`src/pta_pkg.sv`:
```
// pta_pkg: shared types and constants of the primitive-to-triangle assembler
// no dependencies
`timescale 1ns / 1ps

package pta_pkg;

   localparam logic       CMD_START  = 1'b0;
   localparam logic       CMD_INDEX  = 1'b1;

   localparam logic [3:0] TYPE_LIST  = 4'd4;
   localparam logic [3:0] TYPE_STRIP = 4'd5;
   localparam logic [3:0] TYPE_FAN   = 4'd6;
   localparam logic [3:0] TYPE_QUADS = 4'd7;

   typedef struct packed {
      logic        cmd;
      logic [3:0]  prim_type;
      logic [15:0] prim_count;
      logic [15:0] vertex_index;
   } req_type;

   typedef struct packed {
      logic [31:0] corner_a;
      logic [31:0] corner_b;
      logic [31:0] corner_c;
      logic        last;
   } rsp_type;

   // one closed primitive: a triangle (a,b,c) or a quad giving (a,b,c) and (a,c,d)
   typedef struct packed {
      logic [15:0] idx_a;
      logic [15:0] idx_b;
      logic [15:0] idx_c;
      logic [15:0] idx_d;
      logic        quad;
   } job_type;

   typedef struct packed {
      logic second_pending;
      logic out_valid;
   } back_status_type;

endpackage

```
`src/pta_front.sv`:
```
// pta_front: accepts request transactions, tracks group state, closes primitives
// depends on pta_pkg
`timescale 1ns / 1ps

module pta_front (
   input  logic             clock,
   input  logic             reset,
   input  logic             req_push,
   output logic             req_full,
   input  pta_pkg::req_type req_data,
   input  logic             q_full,
   output logic             q_push,
   output pta_pkg::job_type q_data
);

   logic [3:0]  group_type_ff, group_type_in;
   logic [15:0] prims_left_ff, prims_left_in;
   logic [1:0]  slot_ff, slot_in;
   logic        parity_ff, parity_in;
   logic [15:0] held_ff [3];
   logic [15:0] held_in [3];
   logic        accept;
   logic        emit;
   logic [15:0] v;

   assign req_full = q_full;
   assign accept   = req_push && !q_full;
   assign v        = req_data.vertex_index;

   always_comb begin
      group_type_in = group_type_ff;
      prims_left_in = prims_left_ff;
      slot_in       = slot_ff;
      parity_in     = parity_ff;
      held_in       = held_ff;
      emit          = 1'b0;
      q_data.idx_a  = held_ff[0];
      q_data.idx_b  = held_ff[1];
      q_data.idx_c  = v;
      q_data.idx_d  = v;
      q_data.quad   = 1'b0;
      if (accept) begin
         if (req_data.cmd == pta_pkg::CMD_START) begin
            group_type_in = req_data.prim_type;
            prims_left_in = req_data.prim_count;
            slot_in       = 2'd0;
            parity_in     = 1'b0;
         end else if (prims_left_ff != 16'd0) begin
            case (group_type_ff)
               pta_pkg::TYPE_LIST, pta_pkg::TYPE_STRIP, pta_pkg::TYPE_FAN: begin
                  if (slot_ff < 2'd2) begin
                     held_in[slot_ff] = v;
                     slot_in          = slot_ff + 2'd1;
                  end else begin
                     emit          = 1'b1;
                     prims_left_in = prims_left_ff - 16'd1;
                     if (group_type_ff == pta_pkg::TYPE_LIST) begin
                        slot_in = 2'd0;
                     end else if (group_type_ff == pta_pkg::TYPE_STRIP) begin
                        if (parity_ff) begin
                           q_data.idx_a = held_ff[1];
                           q_data.idx_b = held_ff[0];
                        end
                        held_in[0] = held_ff[1];
                        held_in[1] = v;
                        parity_in  = !parity_ff;
                     end else begin
                        held_in[1] = v;
                     end
                  end
               end
               pta_pkg::TYPE_QUADS: begin
                  if (slot_ff < 2'd3) begin
                     held_in[slot_ff] = v;
                     slot_in          = slot_ff + 2'd1;
                  end else begin
                     emit          = 1'b1;
                     q_data.idx_c  = held_ff[2];
                     q_data.quad   = 1'b1;
                     slot_in       = 2'd0;
                     prims_left_in = prims_left_ff - 16'd1;
                  end
               end
               default: begin
               end
            endcase
         end
      end
   end

   assign q_push = emit;

   always_ff @(posedge clock) begin
      if (reset) begin
         group_type_ff <= 4'd0;
         prims_left_ff <= 16'd0;
         slot_ff       <= 2'd0;
         parity_ff     <= 1'b0;
      end else begin
         group_type_ff <= group_type_in;
         prims_left_ff <= prims_left_in;
         slot_ff       <= slot_in;
         parity_ff     <= parity_in;
      end
   end

   always_ff @(posedge clock) begin
      held_ff <= held_in;
   end

endmodule

```
`src/pta_queue.sv`:
```
// pta_queue: short first-in first-out queue of closed primitives
// depends on pta_pkg
`timescale 1ns / 1ps

module pta_queue #(
   parameter int DEPTH = 4
) (
   input  logic                         clock,
   input  logic                         reset,
   input  logic                         push,
   input  pta_pkg::job_type             push_data,
   output logic                         full,
   input  logic                         pop,
   output pta_pkg::job_type             pop_data,
   output logic                         empty,
   output logic [$clog2(DEPTH+1)-1:0]   count
);

   localparam int PTR_W = (DEPTH > 1) ? $clog2(DEPTH) : 1;
   localparam int CNT_W = $clog2(DEPTH+1);

   pta_pkg::job_type   mem_ff [DEPTH];
   logic [PTR_W-1:0]   wr_ptr_ff, wr_ptr_in;
   logic [PTR_W-1:0]   rd_ptr_ff, rd_ptr_in;
   logic [CNT_W-1:0]   count_ff, count_in;

   assign full     = (count_ff == CNT_W'(DEPTH));
   assign empty    = (count_ff == '0);
   assign count    = count_ff;
   assign pop_data = mem_ff[rd_ptr_ff];

   always_comb begin
      wr_ptr_in = wr_ptr_ff;
      rd_ptr_in = rd_ptr_ff;
      count_in  = count_ff;
      if (push) begin
         wr_ptr_in = (wr_ptr_ff == PTR_W'(DEPTH-1)) ? '0 : wr_ptr_ff + PTR_W'(1);
      end
      if (pop) begin
         rd_ptr_in = (rd_ptr_ff == PTR_W'(DEPTH-1)) ? '0 : rd_ptr_ff + PTR_W'(1);
      end
      if (push && !pop) begin
         count_in = count_ff + CNT_W'(1);
      end else if (pop && !push) begin
         count_in = count_ff - CNT_W'(1);
      end
   end

   always_ff @(posedge clock) begin
      if (reset) begin
         wr_ptr_ff <= '0;
         rd_ptr_ff <= '0;
         count_ff  <= '0;
      end else begin
         wr_ptr_ff <= wr_ptr_in;
         rd_ptr_ff <= rd_ptr_in;
         count_ff  <= count_in;
      end
   end

   always_ff @(posedge clock) begin
      if (push) begin
         mem_ff[wr_ptr_ff] <= push_data;
      end
   end

endmodule

```
`src/pta_back.sv`:
```
// pta_back: expands queued primitives into triangles, adds base vertex, output register
// depends on pta_pkg
`timescale 1ns / 1ps

module pta_back (
   input  logic                     clock,
   input  logic                     reset,
   input  logic [31:0]              base_vertex,
   input  pta_pkg::job_type         q_data,
   input  logic                     q_empty,
   output logic                     q_pop,
   output logic                     rsp_empty,
   input  logic                     rsp_pop,
   output pta_pkg::rsp_type         rsp_data,
   output pta_pkg::back_status_type status
);

   logic             out_valid_ff, out_valid_in;
   pta_pkg::rsp_type out_ff, out_in;
   logic             pend_ff, pend_in;
   logic [15:0]      pend_a_ff, pend_a_in;
   logic [15:0]      pend_c_ff, pend_c_in;
   logic [15:0]      pend_d_ff, pend_d_in;
   logic             advance;
   logic [15:0]      sel_a, sel_b, sel_c;
   logic             sel_last;

   assign advance = !out_valid_ff || rsp_pop;
   assign q_pop   = advance && !pend_ff && !q_empty;

   always_comb begin
      if (pend_ff) begin
         sel_a    = pend_a_ff;
         sel_b    = pend_c_ff;
         sel_c    = pend_d_ff;
         sel_last = 1'b1;
      end else begin
         sel_a    = q_data.idx_a;
         sel_b    = q_data.idx_b;
         sel_c    = q_data.idx_c;
         sel_last = !q_data.quad;
      end
   end

   always_comb begin
      out_valid_in = out_valid_ff;
      out_in       = out_ff;
      pend_in      = pend_ff;
      pend_a_in    = pend_a_ff;
      pend_c_in    = pend_c_ff;
      pend_d_in    = pend_d_ff;
      if (advance) begin
         out_in.corner_a = base_vertex + {16'd0, sel_a};
         out_in.corner_b = base_vertex + {16'd0, sel_b};
         out_in.corner_c = base_vertex + {16'd0, sel_c};
         out_in.last     = sel_last;
         if (pend_ff) begin
            out_valid_in = 1'b1;
            pend_in      = 1'b0;
         end else if (!q_empty) begin
            out_valid_in = 1'b1;
            pend_in      = q_data.quad;
            pend_a_in    = q_data.idx_a;
            pend_c_in    = q_data.idx_c;
            pend_d_in    = q_data.idx_d;
         end else begin
            out_valid_in = 1'b0;
         end
      end
   end

   always_ff @(posedge clock) begin
      if (reset) begin
         out_valid_ff <= 1'b0;
         pend_ff      <= 1'b0;
      end else begin
         out_valid_ff <= out_valid_in;
         pend_ff      <= pend_in;
      end
   end

   always_ff @(posedge clock) begin
      out_ff    <= out_in;
      pend_a_ff <= pend_a_in;
      pend_c_ff <= pend_c_in;
      pend_d_ff <= pend_d_in;
   end

   assign rsp_empty             = !out_valid_ff;
   assign rsp_data              = out_ff;
   assign status.second_pending = pend_ff;
   assign status.out_valid      = out_valid_ff;

endmodule

```
`src/primitive_to_triangle_assembler_top.sv`:
```
// primitive_to_triangle_assembler_top: top level, base vertex register and assertions
// depends on pta_pkg, pta_front, pta_queue, pta_back
`timescale 1ns / 1ps

// Turns start commands and vertex indices into triangles with base_vertex added.
// One request transaction is taken every cycle while req_full is low; req_full rises
// only when the primitive queue (QUEUE_DEPTH entries) is full. An index that closes a
// primitive passes the queue and then the output register before its triangle shows on
// rsp_data. The result stage sends one triangle per cycle while the output is empty
// or popped, so a quad takes two output slots and the queue absorbs those bursts.
// csr_ready is always high; write base_vertex only while the block is idle.

module primitive_to_triangle_assembler_top #(
   parameter int QUEUE_DEPTH = 4
) (
   input  logic             clock,
   input  logic             reset,
   input  logic             req_push,
   output logic             req_full,
   input  pta_pkg::req_type req_data,
   output logic             rsp_empty,
   input  logic             rsp_pop,
   output pta_pkg::rsp_type rsp_data,
   input  logic             csr_valid,
   output logic             csr_ready,
   input  logic [31:0]      csr_data
);

   localparam int CNT_W = $clog2(QUEUE_DEPTH+1);

   logic [31:0]              base_vertex_ff;
   logic                     q_push, q_pop, q_full, q_empty;
   pta_pkg::job_type         q_wr_data, q_rd_data;
   logic [CNT_W-1:0]         q_count;
   pta_pkg::back_status_type back_status;

   assign csr_ready = 1'b1;

   always_ff @(posedge clock) begin
      if (reset) begin
         base_vertex_ff <= 32'd0;
      end else if (csr_valid && csr_ready) begin
         base_vertex_ff <= csr_data;
      end
   end

   pta_front u_front (
      .clock    (clock),
      .reset    (reset),
      .req_push (req_push),
      .req_full (req_full),
      .req_data (req_data),
      .q_full   (q_full),
      .q_push   (q_push),
      .q_data   (q_wr_data)
   );

   pta_queue #(
      .DEPTH (QUEUE_DEPTH)
   ) u_queue (
      .clock     (clock),
      .reset     (reset),
      .push      (q_push),
      .push_data (q_wr_data),
      .full      (q_full),
      .pop       (q_pop),
      .pop_data  (q_rd_data),
      .empty     (q_empty),
      .count     (q_count)
   );

   pta_back u_back (
      .clock       (clock),
      .reset       (reset),
      .base_vertex (base_vertex_ff),
      .q_data      (q_rd_data),
      .q_empty     (q_empty),
      .q_pop       (q_pop),
      .rsp_empty   (rsp_empty),
      .rsp_pop     (rsp_pop),
      .rsp_data    (rsp_data),
      .status      (back_status)
   );

   // first half of a quad is on the output while the second waits
   a_pend_first_half: assert property (@(posedge clock) disable iff (reset)
      back_status.second_pending |-> (back_status.out_valid && !rsp_data.last))
      else $error("second triangle pending without first half on output");

   // a pending second triangle is always delivered next after a pop
   a_pend_delivered: assert property (@(posedge clock) disable iff (reset)
      (back_status.second_pending && rsp_pop) |=> (!rsp_empty && rsp_data.last))
      else $error("second triangle of quad not delivered after pop");

   a_queue_bound: assert property (@(posedge clock) disable iff (reset)
      (q_count <= CNT_W'(QUEUE_DEPTH)) && !(q_push && q_full) && !(q_pop && q_empty))
      else $error("primitive queue overflow or underflow");

   a_reset_empty: assert property (@(posedge clock)
      reset |=> (rsp_empty && !back_status.second_pending))
      else $error("output not empty after reset");

endmodule
```
`config.mk`:
```
export PLATFORM = sky130hd
export DESIGN_NAME = primitive_to_triangle_assembler_top
export DESIGN_NICKNAME = d
export VERILOG_FILES = /design/src/pta_pkg.sv /design/src/pta_front.sv /design/src/pta_queue.sv /design/src/pta_back.sv /design/src/primitive_to_triangle_assembler_top.sv
export SDC_FILE = /design/constraint.sdc
export NUM_CORES = 1
export LEC_CHECK = 0
export ABC_CLOCK_PERIOD_IN_PS = 8200
export BUFFER_PORTS_ARGS = -buffer_cell sky130_fd_sc_hd__buf_2
export CAP_MARGIN = 30
export CORE_UTILIZATION = 40
export CTS_BUF_LIST = sky130_fd_sc_hd__clkbuf_4
export CTS_CLUSTER_SIZE = 25
export DETAILED_ROUTE_END_ITERATION = 10
export GPL_TIMING_DRIVEN = 0
export PLACE_DENSITY_LB_ADDON = 0.12
export SLEW_MARGIN = 20
export SYNTH_ARGS = -nofsm -noshare
export SYNTH_HDL_FRONTEND = slang
export SYNTH_SLANG_ARGS = --single-unit
```
`constraint.sdc`:
```
create_clock -name clock -period 8.2 [get_ports clock]
set_clock_uncertainty 0.1 [all_clocks]
set_input_delay 1.64 -clock clock [delete_from_list [all_inputs] [get_ports clock]]
set_output_delay 1.64 -clock clock [all_outputs]
set_load 0.01 [all_outputs]
```
# == Yosys cells after proc, flatten, opt, wreduce, memory -nomap -nowiden ==
# Memory sizes are Yosys's and may differ from the RTL's. A register that Yosys moved wholly into a read port is not among the register bits.
# Index checks and enable logic that the tools add are counted.
# word_totals
rom_bits,0
elab_cells,147
latch_bits,0
mem_count,1
in_bits,74
output_inout_bits,100
register_bits,257
mem_bits_rw,260
# classes
shifts,0
reduce_logical,28
muxes,61
order_cmp,4
div_mod_pow,0
multipliers,0
bitwise,4
n_addsub,9
eq_ne,20
# memory_table
memory,depth,width,rd,rd_ports_with_merged_regs,write_ports,line_no,text
u_queue.mem_ff,4,65,1,1,1,pta_queue.sv:22,pta_pkg::job_type mem_ff [DEPTH];
# ops
op,n
32-bit 2-to-1 mux,7
16-bit 2-to-1 mux,12
48-bit 2-to-1 mux,4
32-bit by 16-bit adder with 32-bit output,3
48-bit one-hot mux with 2 select lines,1
48-bit bitwise mux,1
16-bit demux with 2-bit select,1
16-bit one-hot mux with 2 select lines,1
1-bit 2-to-1 mux,21
2-bit 2-to-1 mux,9
6-bit AND reduction,3
4-bit by 3-bit == test with 1-bit output (second input constant),4
16-bit nonzero test,1
16-bit by 1-bit subtractor with 16-bit output (second input constant),1
2-bit by 1-bit != test with 1-bit output (second input constant),5
1-bit zero test,8
7-bit AND reduction,1
2-bit by 1-bit adder with 2-bit output (second input constant),3
1-bit logical AND,6
3-bit 2-to-1 mux,2
3-bit by 1-bit != test with 1-bit output (second input constant),2
3-bit != test (second input constant),2
5-bit AND reduction,1
2-bit == test (second input constant),2
20 further kinds,25

# == Logic depth before layout (Yosys ltp) ==
# logic_depth
ltp_word,10
ltp_mapped,13
depth_no_buf,11

# == By module ==
# From an unflattened synthesis, not the netlist that was laid out.
# hier_totals
hier_cells,1570
hier_area_um2,23682.7
# modules_own_cells
mod,seq_area_each_um2,n_inst,area_per_inst_um2,cells_per_inst
pta_queue,7987.7,1,9864.5,383
pta_back,4394.2,1,8366.8,682
pta_front,1901.8,1,4276.6,400
primitive_to_triangle_assembler_top,640.6,1,1174.9,105

# == Worst setup path before layout ==
# Ideal clock, no wire load.
# synth_path
path_type,input -> register
start,input port rsp_pop
end,"register u_queue.count_ff[2], in the netlist u_queue.count[2]"
cell_stages,9
t_required_ns,8.030
arrival_time_ns,6.562
path_slack_ns,1.467
setup_ns,0.070
n_path_buf,0
cell_sequence,nor2_1 nor3_1 inv_1 ha_1 inv_1 fa_1 xor2_1 or3_1 a21oi_1
# synth_between
elab_chain_cells,6
word_cells_on_any_way,8
classes_between,1 x mux; 7 x reduce/logical
# synth_lines
item,line_no,text
"start, declared",primitive_to_triangle_assembler_top.sv:22,"input logic rsp_pop,"
1-bit logical OR (*),pta_back.sv:28,assign advance = !out_valid_ff || rsp_pop;
1-bit logical AND (*) (2 in series),pta_back.sv:29,assign q_pop = advance && !pend_ff && !q_empty;
1-bit zero test,pta_queue.sv:42,if (push && !pop) begin
1-bit logical AND,pta_queue.sv:42,
3-bit 2-to-1 mux or 2-bit nonzero test (tied branches),-,
"end signal, assigned",pta_queue.sv:57,count_ff <= count_in;
"end, declared",pta_queue.sv:25,"logic [CNT_W-1:0] count_ff, count_in;"
# Every way passes the cells marked *; elsewhere a longest branch is shown, timed or not.
# A chain may end at the register's enable or synchronous reset.

==> metrics.md <==
| Metric | Value |
|---|---|
| Post-synth net total | `1678` |
| CP Capture Type | `register` |
| DRT antenna net count | `0` |
| FFs w/ async S/R, synth | `0%` |
| Synthesized area | `23400 µm²` |
| Worst Hold Launch | `u_front.group_type_ff[3]` |
| Cells after Synth | `1540` |
| Largest net degree at the start of global routing | `76` |
| Fillers | `5136` |
| Core area | `57810 µm²` |
| Fmax | `211.7 MHz` |
| # Max-Cap Violations | `0` |
| Largest area contributor in the netlist | `edfxtp_1` |
| Worst Path Arrival | `5270 ps` |
| Die W | `243.9 µm` |
| Iteration-0 DRC Markers | `866` |
| Number of global-route vias before repair | `14476` |
| DP HPWL | `40.50 mm` |
| Full die area | `59480 µm²` |
| Dominant cells by area after synthesis | `edfxtp_1 (58%), mux4_2 (6.3%), dfxtp_1 (5.6%)` |
| Tmin final | `4723 ps` |
| Reg2reg path depth | `12` |
| Grt ovf | `0` |
| Placement Cell Area | `25480 µm²` |
| Starting Density | `40.48%` |
| Final number of hold-violating endpoints | `0` |
| Capturing point of the worst reg2reg path | `u_back.rsp_data[59]` |
| Post-synth EDFFs | `453` |
| Row cnt | `88` |
| Drt via density | `5.144` |
| Setup crit end | `u_back.rsp_data[59]` |
| TritonCTS clock tree | `yes` |
| Final net count | `2007` |
| Clock Sinks | `519` |
| RD Place Congestion | `0.8648` |
| Worst Path Max Fanout | `10` |
| Syn. warnings | `0` |
| Final Util | `47.19%` |
| Fin crit share | `57.60%` |
| CTS Buf Count | `140` |
| Yosys cell types | `84` |
| Relative slew slack | `39.22%` |
| Crit start category | `register` |
| Worst R2R Setup Slack | `3480 ps` |
| Sequential cell area | `14920 µm²` |
| Final number of setup-violating endpoints | `0` |
| Total design power | `8.345 mW` |
| Layout cells sized above 1 | `32.56%` |
| Final WL | `56.87 mm` |
| Post-CTS Setup Inserts | `0` |
| Die H | `243.9 µm` |
| Via count | `14090` |
| Pwr dens | `305.9 nW/µm²` |
| Clock latency on the worst-skew pair | `930 ps` |
| Max Slew Vio Count | `0` |
| Area grow syn2layout | `16.57%` |
| Status | `complete, no violations` |
| Synth cell count leaders | `edfxtp_1 (453), nor2_1 (112), a21oi_1 (98)` |
| Static Leak | `10.31 nW` |
| Placed cell count | `2492` |
| RSZ-0062 raised after global routing | `false` |
| Peak supply drop | `0.1240 mV` |
| Final instance area | `27280 µm²` |
| CTS Root Cell | `clkbuf_4` |
| Seq cells post-synth | `519` |
| Critical path type | `reg -> reg` |
| # IOs | `174` |
| Clock-pin slew on the worst setup and hold paths | `60 ps` |
| Mean Syn Cell Area | `15.20 µm²` |
| Global-route wire length before repair | `84.97 mm` |
| Detailed-route DRC error count | `0` |
| WP data required | `8750 ps` |
| DR pass1 iterations | `5` |
| Most used DFF post-synth | `edfxtp_1` |
| Seq/Total Area, Yosys | `63.77%` |
| Least-Margin Pin Slew | `911.7 ps` |
| Per-cell routed wire length | `20.76 µm` |
| Hold-fix buffers at CTS | `0` |
| Non-Filler Instances | `2739` |
| Multi-input logic area | `8023 µm²` |
| Clock buffer depth | `3` |
| Most numerous cell in the Yosys netlist | `edfxtp_1` |
| Top-area cell type share of the netlist area | `58.13%` |
| Min-delay worst type | `reg -> reg` |
| Initial antenna violation count | `3` |
| Cts repair resizes | `0` |
| Number of port buffers | `169` |
| GRT Total Usage | `19.45%` |
| H-tree depth | `4` |
[cell usage in the layout (no fill, tap or decap), drive strengths merged, types with 12 or more instances in the layout]
master / Yosys / routed
a21o: 24 / 24
mux2i: 55 / 55
o21ai: 31 / 31
inv: 35 / 41
ha: 60 / 60
o211ai: 13 / 13
nor2: 114 / 114
clkinv: 0 / 26
xnor2: 42 / 42
xor2: 45 / 45
nor3: 14 / 14
buf: 29 / 216
dfxtp: 66 / 66
nand2: 65 / 65
a31oi: 12 / 12
a21oi: 99 / 99
clkbuf: 40 / 248
nand4: 12 / 12
edfxtp: 453 / 453
mux4: 65 / 65
nand3: 20 / 20
mux2: 111 / 111
[through the flow]
step                setup WS [ps]  hold WS (ps)  setup TNS (ps)
floorplan                    1467         331.8               0
global placement            -2229         344.8          -39360
detailed placement           3346         352.2               0
CTS                          3343         360.9               0
global route                 3163         376.4               0
finish                       3477         360.2               0
[cell families (layout without fill, tap and decap cells)]
group	count (synthesis)	after routing	share of synthesized area, %
XOR/XNOR	87	87	3.256
multiplexers	231	231	14.43
flip-flops	519	519	63.77
buffers and inverters	104	536	2.058
AND/OR/NAND/NOR	288	288	6.036
adder cells (fa/ha/maj)	64	64	3.550
AO/OA/AOI/OAI	246	246	6.881
other	1	3	0.01602
[routing by layer]
layer | wire length, µm | track usage [%]
met5 | 0 | 0
met4 | 1661 | 8.493
met3 | 2643 | 4.957
met2 | 27630 | 31.76
met1 | 24940 | 24.38
[how the worst min path moves through the flow]
stage          cells after the start  slack (ps)                  endpoint
2_1_floorplan                      2         330  u_front.group_type_ff[2]
3_3_place_gp                       2         340  u_front.group_type_ff[3]
3_5_place_dp                       2         350  u_front.group_type_ff[3]
4_1_cts                            2         360  u_front.group_type_ff[3]
5_1_grt                            2         380  u_front.group_type_ff[3]
6_report                           2         360  u_front.group_type_ff[3]
[sequential cells by signal, summed over array words and instances, names as in the netlist, 16 cells and up, named ones only]
register,count
base_vertex_ff,32
u_back.pend_a_ff,16
u_back.pend_c_ff,16
u_back.pend_d_ff,16
u_back.rsp_data,97
u_front.held_ff,48
u_front.prims_left_ff,16
u_queue.mem_ff,260
[final cells by class]
cell class,count,area share [%]
diodes,2,0.01835
plain buffers,69,1.289
clock buffers,208,5.724
clock inverters,37,0.8622
inverters,35,0.4999
multi-input cells,917,29.41
flip-flops and latches,519,54.71
well taps,765,3.509
repair buffers,187,3.985
[critical path, cell delays in order (launching register included)]
cell	delay, ps
dfxtp_1	320
buf_2	340
buf_2	420
mux4_2	550
mux2_2	320
ha_1	220
fa_1	410
a21o_1	210
a21boi_1	380
o2111ai_1	240
a31oi_2	650
nor2_1	110
xor2_1	170
[power by group]
part           switching, mW  internal [mW]
Combinational           1.47           1.03
Clock                   1.06           1.25
Sequential             0.143           3.39
Power figures use the tool's default switching activity.
